`src/rtl/core/qrenc_pkg.sv`:
```
// Shared types, constants and helper functions for the QR data bit stream encoder.
package qrenc_pkg;

    // Command codes carried in the request tuser field
    localparam logic [1:0] CMD_BEGIN = 2'd0;
    localparam logic [1:0] CMD_CHAR  = 2'd1;
    localparam logic [1:0] CMD_FILL  = 2'd2;

    // Segment modes; codes two and three both select byte mode
    localparam logic [1:0] MODE_NUM   = 2'd0;
    localparam logic [1:0] MODE_ALNUM = 2'd1;

    // Mode indicators sent ahead of the count field
    localparam logic [3:0] IND_NUM   = 4'h1;
    localparam logic [3:0] IND_ALNUM = 4'h2;
    localparam logic [3:0] IND_BYTE  = 4'h4;

    // Pad bytes, alternating
    localparam logic [7:0] PAD_FIRST  = 8'hEC;
    localparam logic [7:0] PAD_SECOND = 8'h11;

    // Configuration register map (word index)
    localparam int         CFG_ADDR_W = 4;
    localparam logic [1:0] REG_MODE     = 2'd0;
    localparam logic [1:0] REG_VERSION  = 2'd1;
    localparam logic [1:0] REG_CAPACITY = 2'd2;

    // Reset values of the configuration registers
    localparam logic [1:0]  MODE_RST     = 2'd2;
    localparam logic [5:0]  VERSION_RST  = 6'd1;
    localparam logic [14:0] CAPACITY_RST = 15'd152;

    // Depth of the queue between classifier and sequencer (power of two)
    localparam int Q_DEPTH = 2;

    // Segment phase
    typedef enum logic [1:0] {
        PH_IDLE,
        PH_DATA,
        PH_DONE
    } phase_t;

    // Operation kinds handed from the classifier to the sequencer
    typedef enum logic [1:0] {
        OP_BEGIN,
        OP_CHAR,
        OP_FILL
    } op_kind_t;

    // One queued operation
    typedef struct packed {
        op_kind_t    kind;
        logic [15:0] chunk_a;   // begin: indicator, char: data group
        logic [4:0]  len_a;     // zero when the character closes no group
        logic [15:0] chunk_b;   // begin: count field
        logic [4:0]  len_b;
        logic        term;      // char: segment ends, terminator follows
    } qe_t;

    // Width of the character count field
    function automatic logic [4:0] count_width(input logic [1:0] mode, input logic [5:0] ver);
        logic small_v;
        logic large_v;
        small_v = (ver < 6'd10);
        large_v = (ver > 6'd26);
        if (mode == MODE_NUM)
            return small_v ? 5'd10 : (large_v ? 5'd14 : 5'd12);
        else if (mode == MODE_ALNUM)
            return small_v ? 5'd9 : (large_v ? 5'd13 : 5'd11);
        else
            return small_v ? 5'd8 : 5'd16;
    endfunction

    // Alphanumeric character code; anything outside the set maps to zero
    function automatic logic [5:0] alnum_code(input logic [15:0] v);
        if (v >= 16'd48 && v <= 16'd57)
            return 6'(v - 16'd48);
        else if (v >= 16'd65 && v <= 16'd90)
            return 6'(v - 16'd55);
        else
        begin
            unique case (v)
                16'd32:  return 6'd36;
                16'd36:  return 6'd37;
                16'd37:  return 6'd38;
                16'd42:  return 6'd39;
                16'd43:  return 6'd40;
                16'd45:  return 6'd41;
                16'd46:  return 6'd42;
                16'd47:  return 6'd43;
                16'd58:  return 6'd44;
                default: return 6'd0;
            endcase
        end
    endfunction

endpackage

```
`src/rtl/core/qrenc_front.sv`:
```
// Request classifier: decodes commands, groups characters and queues operations.
module qrenc_front
    import qrenc_pkg::*;
(
    input  logic        clk,
    input  logic        rst_n,
    input  logic [1:0]  cfg_mode,
    input  logic [5:0]  cfg_version,
    input  logic        s_tvalid,
    output logic        s_tready,
    input  logic [15:0] s_tdata,    // [15:0] value
    input  logic [1:0]  s_tuser,    // [1:0] cmd
    input  logic        s_tlast,
    input  logic        q_full,
    output logic        q_push,
    output qe_t         q_entry
);

    phase_t      phase_reg, phase_next;
    logic [9:0]  gv_reg, gv_next;
    logic [1:0]  gc_reg, gc_next;

    logic        accept;
    logic [4:0]  cw;
    logic [15:0] cnt;
    logic [3:0]  ind;
    logic [3:0]  digit;
    logic [15:0] num_chunk;
    logic [9:0]  gv_num;
    logic [1:0]  gc_inc;
    logic [5:0]  acode;
    logic [15:0] chunk;
    logic [4:0]  len;

    assign s_tready = !q_full;
    assign accept   = s_tvalid && s_tready;

    // Begin fields
    assign cw  = count_width(cfg_mode, cfg_version);
    assign cnt = (cw >= 5'd16) ? s_tdata : (s_tdata & ((16'd1 << cw) - 16'd1));
    always_comb
    begin
        unique case (cfg_mode)
            MODE_NUM:   ind = IND_NUM;
            MODE_ALNUM: ind = IND_ALNUM;
            default:    ind = IND_BYTE;
        endcase
    end

    // Character helpers; the numeric group is formed at full chunk width
    assign digit     = (s_tdata >= 16'd48 && s_tdata <= 16'd57) ? 4'(s_tdata - 16'd48) : 4'd0;
    assign num_chunk = 16'(gv_reg) * 16'd10 + 16'(digit);
    assign gv_num    = num_chunk[9:0];
    assign gc_inc    = gc_reg + 2'd1;
    assign acode     = alnum_code(s_tdata);

    // Classification and group state
    always_comb
    begin
        phase_next = phase_reg;
        gv_next    = gv_reg;
        gc_next    = gc_reg;
        q_push     = 1'b0;
        q_entry    = '0;
        chunk      = '0;
        len        = '0;
        if (accept)
        begin
            unique case (s_tuser)
                CMD_BEGIN:
                begin
                    phase_next      = PH_DATA;
                    gv_next         = '0;
                    gc_next         = '0;
                    q_push          = 1'b1;
                    q_entry.kind    = OP_BEGIN;
                    q_entry.chunk_a = 16'(ind);
                    q_entry.len_a   = 5'd4;
                    q_entry.chunk_b = cnt;
                    q_entry.len_b   = cw;
                end
                CMD_CHAR:
                begin
                    if (phase_reg == PH_DATA)
                    begin
                        unique case (cfg_mode)
                            MODE_NUM:
                            begin
                                if (gc_inc >= 2'd3)
                                begin
                                    chunk   = num_chunk;
                                    len     = 5'd10;
                                    gv_next = '0;
                                    gc_next = '0;
                                end
                                else if (s_tlast)
                                begin
                                    chunk   = num_chunk;
                                    len     = (gc_inc == 2'd2) ? 5'd7 : 5'd4;
                                    gv_next = '0;
                                    gc_next = '0;
                                end
                                else
                                begin
                                    gv_next = gv_num;
                                    gc_next = gc_inc;
                                end
                            end
                            MODE_ALNUM:
                            begin
                                if (gc_reg != 2'd0)
                                begin
                                    chunk   = 16'(gv_reg * 16'd45 + 16'(acode));
                                    len     = 5'd11;
                                    gv_next = '0;
                                    gc_next = '0;
                                end
                                else if (s_tlast)
                                begin
                                    chunk = 16'(acode);
                                    len   = 5'd6;
                                end
                                else
                                begin
                                    gv_next = 10'(acode);
                                    gc_next = 2'd1;
                                end
                            end
                            default:
                            begin
                                chunk = {8'h00, s_tdata[7:0]};
                                len   = 5'd8;
                            end
                        endcase
                        if (s_tlast)
                            phase_next = PH_DONE;
                        q_push          = (len != 5'd0) || s_tlast;
                        q_entry.kind    = OP_CHAR;
                        q_entry.chunk_a = chunk;
                        q_entry.len_a   = len;
                        q_entry.term    = s_tlast;
                    end
                end
                CMD_FILL:
                begin
                    if (phase_reg == PH_DONE)
                    begin
                        q_push       = 1'b1;
                        q_entry.kind = OP_FILL;
                    end
                end
                default:
                begin
                    q_push = 1'b0;
                end
            endcase
        end
    end

    always_ff @(posedge clk or negedge rst_n)
    begin
        if (!rst_n)
        begin
            phase_reg <= PH_IDLE;
            gv_reg    <= '0;
            gc_reg    <= '0;
        end
        else
        begin
            phase_reg <= phase_next;
            gv_reg    <= gv_next;
            gc_reg    <= gc_next;
        end
    end

endmodule

```
`src/rtl/core/qrenc_queue.sv`:
```
// Short operation queue between the classifier and the output sequencer.
module qrenc_queue
    import qrenc_pkg::*;
(
    input  logic clk,
    input  logic rst_n,
    input  logic push,
    input  qe_t  push_entry,
    output logic full,
    input  logic pop,
    output qe_t  head,
    output logic head_valid
);

    localparam int PTR_W = (Q_DEPTH > 1) ? $clog2(Q_DEPTH) : 1;
    localparam int CNT_W = $clog2(Q_DEPTH + 1);

    qe_t              slots_reg [Q_DEPTH];
    logic [PTR_W-1:0] wr_ptr_reg, wr_ptr_next;
    logic [PTR_W-1:0] rd_ptr_reg, rd_ptr_next;
    logic [CNT_W-1:0] count_reg, count_next;
    logic             do_push;
    logic             do_pop;

    assign full       = (count_reg == CNT_W'(Q_DEPTH));
    assign head_valid = (count_reg != '0);
    assign head       = slots_reg[rd_ptr_reg];
    assign do_push    = push && !full;
    assign do_pop     = pop && head_valid;

    // Pointers wrap naturally as the depth is a power of two
    always_comb
    begin
        wr_ptr_next = do_push ? wr_ptr_reg + PTR_W'(1) : wr_ptr_reg;
        rd_ptr_next = do_pop ? rd_ptr_reg + PTR_W'(1) : rd_ptr_reg;
        count_next  = count_reg;
        if (do_push && !do_pop)
            count_next = count_reg + CNT_W'(1);
        else if (!do_push && do_pop)
            count_next = count_reg - CNT_W'(1);
    end

    always_ff @(posedge clk or negedge rst_n)
    begin
        if (!rst_n)
        begin
            wr_ptr_reg <= '0;
            rd_ptr_reg <= '0;
            count_reg  <= '0;
        end
        else
        begin
            wr_ptr_reg <= wr_ptr_next;
            rd_ptr_reg <= rd_ptr_next;
            count_reg  <= count_next;
        end
    end

    // Payload slots
    always_ff @(posedge clk)
    begin
        if (do_push)
            slots_reg[wr_ptr_reg] <= push_entry;
    end

endmodule

```
`src/rtl/core/qrenc_back.sv`:
```
// Output sequencer: bit accounting, terminator, pad bytes and the output register.
module qrenc_back
    import qrenc_pkg::*;
#(
    parameter int MAX_DATA_BITS = 32768
)
(
    input  logic        clk,
    input  logic        rst_n,
    input  logic [14:0] cfg_capacity,
    input  qe_t         head,
    input  logic        head_valid,
    output logic        pop,
    output logic        m_tvalid,
    input  logic        m_tready,
    output logic [23:0] m_tdata,    // [15:0] chunk, [20:16] chunk_len, [23:21] zero
    output logic        m_tuser,    // [0] overflow
    output logic        m_tlast     // end_of_stream
);

    localparam int BITS_W = $clog2(MAX_DATA_BITS + 1);
    localparam int CMP_W  = (BITS_W + 1 > 16) ? BITS_W + 1 : 16;
    localparam logic [CMP_W-1:0] MAX_BITS = CMP_W'(MAX_DATA_BITS);

    logic [BITS_W-1:0] bits_reg, bits_next;
    logic              ovf_reg, ovf_next;
    logic              pad_toggle_reg, pad_toggle_next;
    logic              step_reg, step_next;
    logic              valid_reg, valid_next;
    logic [15:0]       chunk_reg, chunk_next;
    logic [4:0]        len_reg, len_next;
    logic              eos_reg, eos_next;
    logic              ovf_out_reg, ovf_out_next;

    logic [CMP_W-1:0]  cap_ext;
    logic [CMP_W-1:0]  bits_ext;
    logic [CMP_W-1:0]  room;
    logic              below_cap;
    logic [2:0]        term_t;
    logic [2:0]        term_align;
    logic [4:0]        term_len;
    logic [3:0]        pad_n;
    logic [7:0]        pad_byte;
    logic [15:0]       pad_chunk;

    logic              restart;
    logic              want;
    logic              last_step;
    logic [15:0]       e_chunk;
    logic [4:0]        e_len;
    logic [CMP_W-1:0]  base_bits;
    logic              base_ovf;
    logic [CMP_W-1:0]  sum;
    logic [CMP_W-1:0]  after;
    logic              out_free;
    logic              advance;
    logic              fire;

    // Remaining room against capacity
    assign cap_ext   = CMP_W'(cfg_capacity);
    assign bits_ext  = CMP_W'(bits_reg);
    assign below_cap = bits_ext < cap_ext;
    assign room      = cap_ext - bits_ext;

    // Terminator: up to four zeros, then zeros to a byte boundary
    assign term_t     = !below_cap ? 3'd0 : ((room >= CMP_W'(4)) ? 3'd4 : room[2:0]);
    assign term_align = bits_reg[2:0] + term_t;
    assign term_len   = 5'(term_t) + ((term_align != 3'd0) ? (5'd8 - 5'(term_align)) : 5'd0);

    // Pad byte, cut to the remaining room
    assign pad_n     = (room >= CMP_W'(8)) ? 4'd8 : room[3:0];
    assign pad_byte  = pad_toggle_reg ? PAD_SECOND : PAD_FIRST;
    assign pad_chunk = {8'h00, pad_byte >> (4'd8 - pad_n)};

    // Select what the head operation sends at this step
    always_comb
    begin
        want      = 1'b0;
        last_step = 1'b1;
        e_chunk   = '0;
        e_len     = '0;
        unique case (head.kind)
            OP_BEGIN:
            begin
                want      = 1'b1;
                last_step = step_reg;
                e_chunk   = step_reg ? head.chunk_b : head.chunk_a;
                e_len     = step_reg ? head.len_b : head.len_a;
            end
            OP_CHAR:
            begin
                if (!step_reg)
                begin
                    want      = (head.len_a != 5'd0);
                    last_step = !head.term;
                    e_chunk   = head.chunk_a;
                    e_len     = head.len_a;
                end
                else
                begin
                    want    = (term_len != 5'd0);
                    e_chunk = '0;
                    e_len   = term_len;
                end
            end
            OP_FILL:
            begin
                want    = below_cap;
                e_chunk = pad_chunk;
                e_len   = 5'(pad_n);
            end
            default:
            begin
                want = 1'b0;
            end
        endcase
    end

    // Bit count update, saturating, with end and overflow flags
    assign restart   = (head.kind == OP_BEGIN) && !step_reg;
    assign base_bits = restart ? '0 : bits_ext;
    assign base_ovf  = restart ? 1'b0 : ovf_reg;
    assign sum       = base_bits + CMP_W'(e_len);
    assign after     = (sum > MAX_BITS) ? MAX_BITS : sum;

    assign out_free = !valid_reg || m_tready;
    assign advance  = head_valid && (!want || out_free);
    assign fire     = advance && want;
    assign pop      = advance && last_step;

    always_comb
    begin
        bits_next       = bits_reg;
        ovf_next        = ovf_reg;
        pad_toggle_next = pad_toggle_reg;
        step_next       = step_reg;
        valid_next      = valid_reg && !m_tready;
        chunk_next      = chunk_reg;
        len_next        = len_reg;
        eos_next        = eos_reg;
        ovf_out_next    = ovf_out_reg;
        if (advance)
        begin
            step_next = !last_step;
            if (restart)
                pad_toggle_next = 1'b0;
            else if (fire && head.kind == OP_FILL)
                pad_toggle_next = !pad_toggle_reg;
        end
        if (fire)
        begin
            bits_next    = after[BITS_W-1:0];
            ovf_next     = base_ovf || (after > cap_ext);
            valid_next   = 1'b1;
            chunk_next   = e_chunk;
            len_next     = e_len;
            eos_next     = (base_bits < cap_ext) && (after >= cap_ext);
            ovf_out_next = base_ovf || (after > cap_ext);
        end
    end

    always_ff @(posedge clk or negedge rst_n)
    begin
        if (!rst_n)
        begin
            bits_reg       <= '0;
            ovf_reg        <= 1'b0;
            pad_toggle_reg <= 1'b0;
            step_reg       <= 1'b0;
            valid_reg      <= 1'b0;
        end
        else
        begin
            bits_reg       <= bits_next;
            ovf_reg        <= ovf_next;
            pad_toggle_reg <= pad_toggle_next;
            step_reg       <= step_next;
            valid_reg      <= valid_next;
        end
    end

    // Output payload
    always_ff @(posedge clk)
    begin
        chunk_reg   <= chunk_next;
        len_reg     <= len_next;
        eos_reg     <= eos_next;
        ovf_out_reg <= ovf_out_next;
    end

    assign m_tvalid = valid_reg;
    assign m_tdata  = {3'b000, len_reg, chunk_reg};
    assign m_tuser  = ovf_out_reg;
    assign m_tlast  = eos_reg;

endmodule

```
`src/rtl/core/qr_data_bitstream_encoder.sv`:
```
// Top level of the QR data bit stream encoder: configuration port and block wiring.
// The encoder accepts one request per cycle while the queue is not full. A classifier
// decodes each request (begin, character, fill), groups numeric and alphanumeric characters
// and places an operation in a two-entry queue; an output sequencer turns each operation
// into stream chunks, one chunk per cycle unless stalled, through a registered output. A
// begin request gives two chunks (mode indicator, count field) and a final character gives
// its chunk plus a terminator chunk when the terminator is not empty, so those stay at the
// queue head for both parts; other requests leave it as their chunk is sent, which sets the
// sustained rate at one request per cycle for character and fill traffic. A request's first
// chunk passes through a queue slot and then the output register. A character that only
// extends a group, a character outside a segment, a fill before the segment has ended and
// an unknown command never enter the queue; a fill once capacity is reached does enter it
// and leaves it without a chunk. The user writes mode, version and capacity_bits over the
// APB port only while the stream is quiet; the block itself does not enforce it.
module qr_data_bitstream_encoder
    import qrenc_pkg::*;
#(
    parameter int MAX_DATA_BITS = 32768
)
(
    input  logic                  clk,
    input  logic                  rst_n,
    // APB configuration port
    input  logic                  psel,
    input  logic                  penable,
    input  logic                  pwrite,
    input  logic [CFG_ADDR_W-1:0] paddr,
    input  logic [31:0]           pwdata,
    output logic [31:0]           prdata,
    output logic                  pready,
    // Request stream
    input  logic                  s_tvalid,
    output logic                  s_tready,
    input  logic [15:0]           s_tdata,    // [15:0] value
    input  logic [1:0]            s_tuser,    // [1:0] cmd
    input  logic                  s_tlast,    // last character
    // Chunk stream
    output logic                  m_tvalid,
    input  logic                  m_tready,
    output logic [23:0]           m_tdata,    // [15:0] chunk, [20:16] chunk_len, [23:21] zero
    output logic                  m_tuser,    // [0] overflow
    output logic                  m_tlast     // end_of_stream
);

    logic [1:0]  mode_reg;
    logic [5:0]  version_reg;
    logic [14:0] cap_reg;
    logic        cfg_wr;
    logic [1:0]  cfg_idx;

    logic        q_push;
    qe_t         q_entry;
    logic        q_full;
    logic        q_pop;
    qe_t         q_head;
    logic        q_head_valid;

    // Configuration registers
    assign pready  = 1'b1;
    assign cfg_wr  = psel && penable && pwrite && pready;
    assign cfg_idx = paddr[3:2];

    always_ff @(posedge clk or negedge rst_n)
    begin
        if (!rst_n)
        begin
            mode_reg    <= MODE_RST;
            version_reg <= VERSION_RST;
            cap_reg     <= CAPACITY_RST;
        end
        else if (cfg_wr)
        begin
            unique case (cfg_idx)
                REG_MODE:     mode_reg    <= pwdata[1:0];
                REG_VERSION:  version_reg <= pwdata[5:0];
                REG_CAPACITY: cap_reg     <= pwdata[14:0];
                default:      mode_reg    <= mode_reg;
            endcase
        end
    end

    // Register read-back
    always_comb
    begin
        unique case (cfg_idx)
            REG_MODE:     prdata = 32'(mode_reg);
            REG_VERSION:  prdata = 32'(version_reg);
            REG_CAPACITY: prdata = 32'(cap_reg);
            default:      prdata = '0;
        endcase
    end

    qrenc_front u_front (
        .clk         (clk),
        .rst_n       (rst_n),
        .cfg_mode    (mode_reg),
        .cfg_version (version_reg),
        .s_tvalid    (s_tvalid),
        .s_tready    (s_tready),
        .s_tdata     (s_tdata),
        .s_tuser     (s_tuser),
        .s_tlast     (s_tlast),
        .q_full      (q_full),
        .q_push      (q_push),
        .q_entry     (q_entry)
    );

    qrenc_queue u_queue (
        .clk        (clk),
        .rst_n      (rst_n),
        .push       (q_push),
        .push_entry (q_entry),
        .full       (q_full),
        .pop        (q_pop),
        .head       (q_head),
        .head_valid (q_head_valid)
    );

    qrenc_back #(
        .MAX_DATA_BITS (MAX_DATA_BITS)
    ) u_back (
        .clk          (clk),
        .rst_n        (rst_n),
        .cfg_capacity (cap_reg),
        .head         (q_head),
        .head_valid   (q_head_valid),
        .pop          (q_pop),
        .m_tvalid     (m_tvalid),
        .m_tready     (m_tready),
        .m_tdata      (m_tdata),
        .m_tuser      (m_tuser),
        .m_tlast      (m_tlast)
    );

endmodule

```
`config.mk`:
```
export PLATFORM = sky130hd
export DESIGN_NAME = qr_data_bitstream_encoder
export DESIGN_NICKNAME = d
export VERILOG_FILES = /design/src/rtl/core/qrenc_pkg.sv /design/src/rtl/core/qrenc_front.sv /design/src/rtl/core/qrenc_queue.sv /design/src/rtl/core/qrenc_back.sv /design/src/rtl/core/qr_data_bitstream_encoder.sv
export SDC_FILE = /design/constraint.sdc
export NUM_CORES = 1
export LEC_CHECK = 0
export BUFFER_PORTS_ARGS = -buffer_cell sky130_fd_sc_hd__clkbuf_2
export CORE_MARGIN = 8
export CORE_UTILIZATION = 35
export DETAILED_ROUTE_END_ITERATION = 7
export HOLD_SLACK_MARGIN = 0.12
export PLACE_DENSITY = 0.49
export SYNTH_ARGS = -nofsm -noshare
export SYNTH_HDL_FRONTEND = slang
export SYNTH_HIERARCHICAL = 1
export SYNTH_SLANG_ARGS = --single-unit
export TNS_END_PERCENT = 30
```
`constraint.sdc`:
```
create_clock -name clk -period 25.4 [get_ports clk]
set_clock_uncertainty 0.15 [all_clocks]
set_input_delay 3.81 -clock clk [delete_from_list [all_inputs] [get_ports clk]]
set_output_delay 3.81 -clock clk [all_outputs]
set_load 0.03 [all_outputs]
```
==> reports/metrics.yaml <==
sta:
  finalSetupViolCount: 0
  fmaxAchievable_mhz: 83.4
  rsz0062_at_grt: "false"
  final_max_slew_viol_count: 0
  worst-slew-pin-transition_ns: 1.18
  fin_crit_sh: 0.472
  hold_ws_ns: 0.348
  period_needed_ns: 12.00
  finalHoldViolations: 0
  max-slew-margin-rel: 0.213
  final.setup.tns_ns: 0
logic_synthesis:
  synthArstFlopShare: 0.351
  syn_area_um2: 14400
  synth_top_area_frac: 0.236
  synthTopCellsByArea: "edfxtp_1, ha_1, dfrtp_1, mux2_4, inv_1"
  yosysMostFrequentCell: "ha_1"
  synth-edff-count: 113
  yosys-top-cells-count: "ha_1, inv_1, edfxtp_1"
  ys_types: 109
  synth.avg_cell_area_um2: 10.1
  ys_seq_area_frac: 0.342
  yosysWarnings: 6
  synth_ff_type: "edfxtp_1"
  ys_seq_elements: 174
  synth_top_area_cell: "edfxtp_1"
  synthCells: 1423
floorplanning:
  die_area_um2: 47800
  core_area_um2: 40700
  ios: 123
  start_util: 0.353
  fp-row-count: 74
  die_y_um: 219
  fp.dieW_um: 219
critical_path:
  r2r_end: "u_back/m_tlast"
  path_depth: 46
  cp.required_ns: 25.46
  worstRegToRegCells: 46
  r2r_start: "u_back/bits_reg[8]"
  ff2ff_setup_slack_ns: 13.40
  slowest_delay_ns: 0.88
  cpMostUsedCell: "ha_1"
  critPathLaunch: "u_back/bits_reg[8]"
  worstSetupPathType: "reg2reg"
  critPathBufInv: 3
  end_kind: "flop"
  crit_fanout: 13
  critPathLaunchType: "flop"
  arrival_ns: 12.05
  cp_top_family: "compound AO/OA/AOI/OAI gates"
  slowest_stage: "a21oi_1"
clock_tree:
  cts_buffers: 17
  clock_sinks: 174
  clkTransAtPathRegs_ns: 0.07
  insertion_delay_ns: 0.45
  root_buffer: "clkbuf_16"
  cts.htree.levels: 4
  cts_hold_buf: 0
  cts_setup_buffers: 0
  clock_path_buffers: 2
  cts_tree: "built"
  cts_resized: 0
grt:
  track_usage: 0.164
  grt_pass1_wl_um: 61300
  grt_max_degree: 62
  antenna_found_initial: 0
  grt_pass1_vias: 10900
  grt_overflow: 0
hold_path:
  whs_endpoint: "u_queue/count_reg[1]"
  hold_depth: 1
  hp-start: "u_queue/count_reg[1]"
  worstHoldPathType: "reg2reg"
route:
  vias_per_cell: 5.29
  drt_iter0_drc: 525
  dr.pass1.iters: 5
  antenna_left: 0
  wl_um: 39000
  wire_per_inst_um: 19.3
  drc: 0
  via_count: 10700
layout:
  syn2layout_area_growth_pct: 9.42
  diodes: 0
  largest_reg_flops: 90
  fill_cells: 4103
  drive_gt1_frac: 0.179
  final_nets: 1697
  regArea_um2: 4930
  multi_input_comb_area_um2: 8570
  finish.utilization: 0.386
outcome:
  status: "finished, final reports clean"
placement:
  io_buffers: 82
  routabilityCongestion: 0.897
  dpl.hpwl_um: 30500
power:
  power.leakage_nw: 6.93
  powerDensity_nw_per_um2: 93.7
  ir_worst_vdd_mv: 0.0391
run:
  drv_cap: 0
==> per-layer routing <==
metal / share of wire / up-vias / track usage
met5: 0 / - / 0
met4: 0.020 / 0 / 0.0478
met3: 0.032 / 40 / 0.0253
met2: 0.51 / 193 / 0.291
met1: 0.44 / 5202 / 0.202
li1: - / 5273 / -
==> worst max-delay path by stage <==
stage	end	slack [ns]
floorplan	u_back/m_tlast	15.65
global route	u_back/m_tlast	12.38
finish	u_back/m_tlast	13.40
CTS	u_back/m_tlast	13.40
global placement	u_back/m_tlast	13.49
detailed placement	u_back/m_tlast	13.47
==> stage by stage <==
| step | instance area, um^2 | power, mW | setup WS (ns) | cells |
|---|---|---|---|---|
| final | 15700 | 1.47 | 13.40 | 2026 |
| after global routing | 15700 | 1.58 | 12.38 | 2026 |
| after floorplan | 14500 | 1.01 | 15.65 | 1442 |
| after detailed placement | 15100 | 1.19 | 13.47 | 1994 |
| after global placement | 15100 | 1.19 | 13.49 | 1994 |
| after CTS | 15700 | 1.49 | 13.40 | 2026 |
==> kinds of logic after synthesis <==
| group | share of synthesized area |
|---|---|
| AND/OR/NAND/NOR | 0.151 |
| AO/OA/AOI/OAI | 0.166 |
| buffers and inverters | 0.0678 |
| flip-flops | 0.342 |
| adder cells (fa/ha/maj) | 0.146 |
| multiplexers | 0.0894 |
| XOR/XNOR | 0.0364 |
| other | 0.00130 |
==> power by group <==
part	internal [mW]	leakage (nW)	total [mW]	switching (mW)
Clock	0.168	0.312	0.289	0.121
Combinational	0.306	4.79	0.773	0.467
Sequential	0.371	1.83	0.413	0.0418
==> layout by cell type (no fill, tap or decap), types with 8 or more instances in the layout <==
cell type / n
xnor2_1: 38
nand3_1: 21
and3_1: 21
or3_1: 8
mux2i_1: 13
o211ai_1: 9
fa_1: 23
buf_4: 8
nand2_1: 76
nor2_1: 101
a31oi_1: 12
a21o_1: 15
a211oi_1: 11
nand2b_1: 19
o21a_1: 23
xor2_1: 20
clkbuf_2: 81
conb_1: 24
clkbuf_16: 17
a21oi_1: 65
dfrtp_1: 55
nor4_1: 11
o22ai_1: 12
o21ai_0: 65
a22o_1: 18
mux2_2: 32
inv_1: 124
nor3_1: 35
nor2b_1: 18
a211o_1: 9
mux2_4: 53
nand4_1: 8
ha_1: 131
edfxtp_1: 113
a22oi_1: 18
and2_1: 18
==> layout make-up <==
class / count / share of cell area
clock buffer: 19 / 0.0275
clock inverter: 13 / 0.0127
inverter: 125 / 0.0301
multi-input combinational: 1073 / 0.544
sequential: 174 / 0.313
tap: 532 / 0.0423
timing repair buffer: 90 / 0.0299
Note: power is estimated with default switching activity, not from simulation.
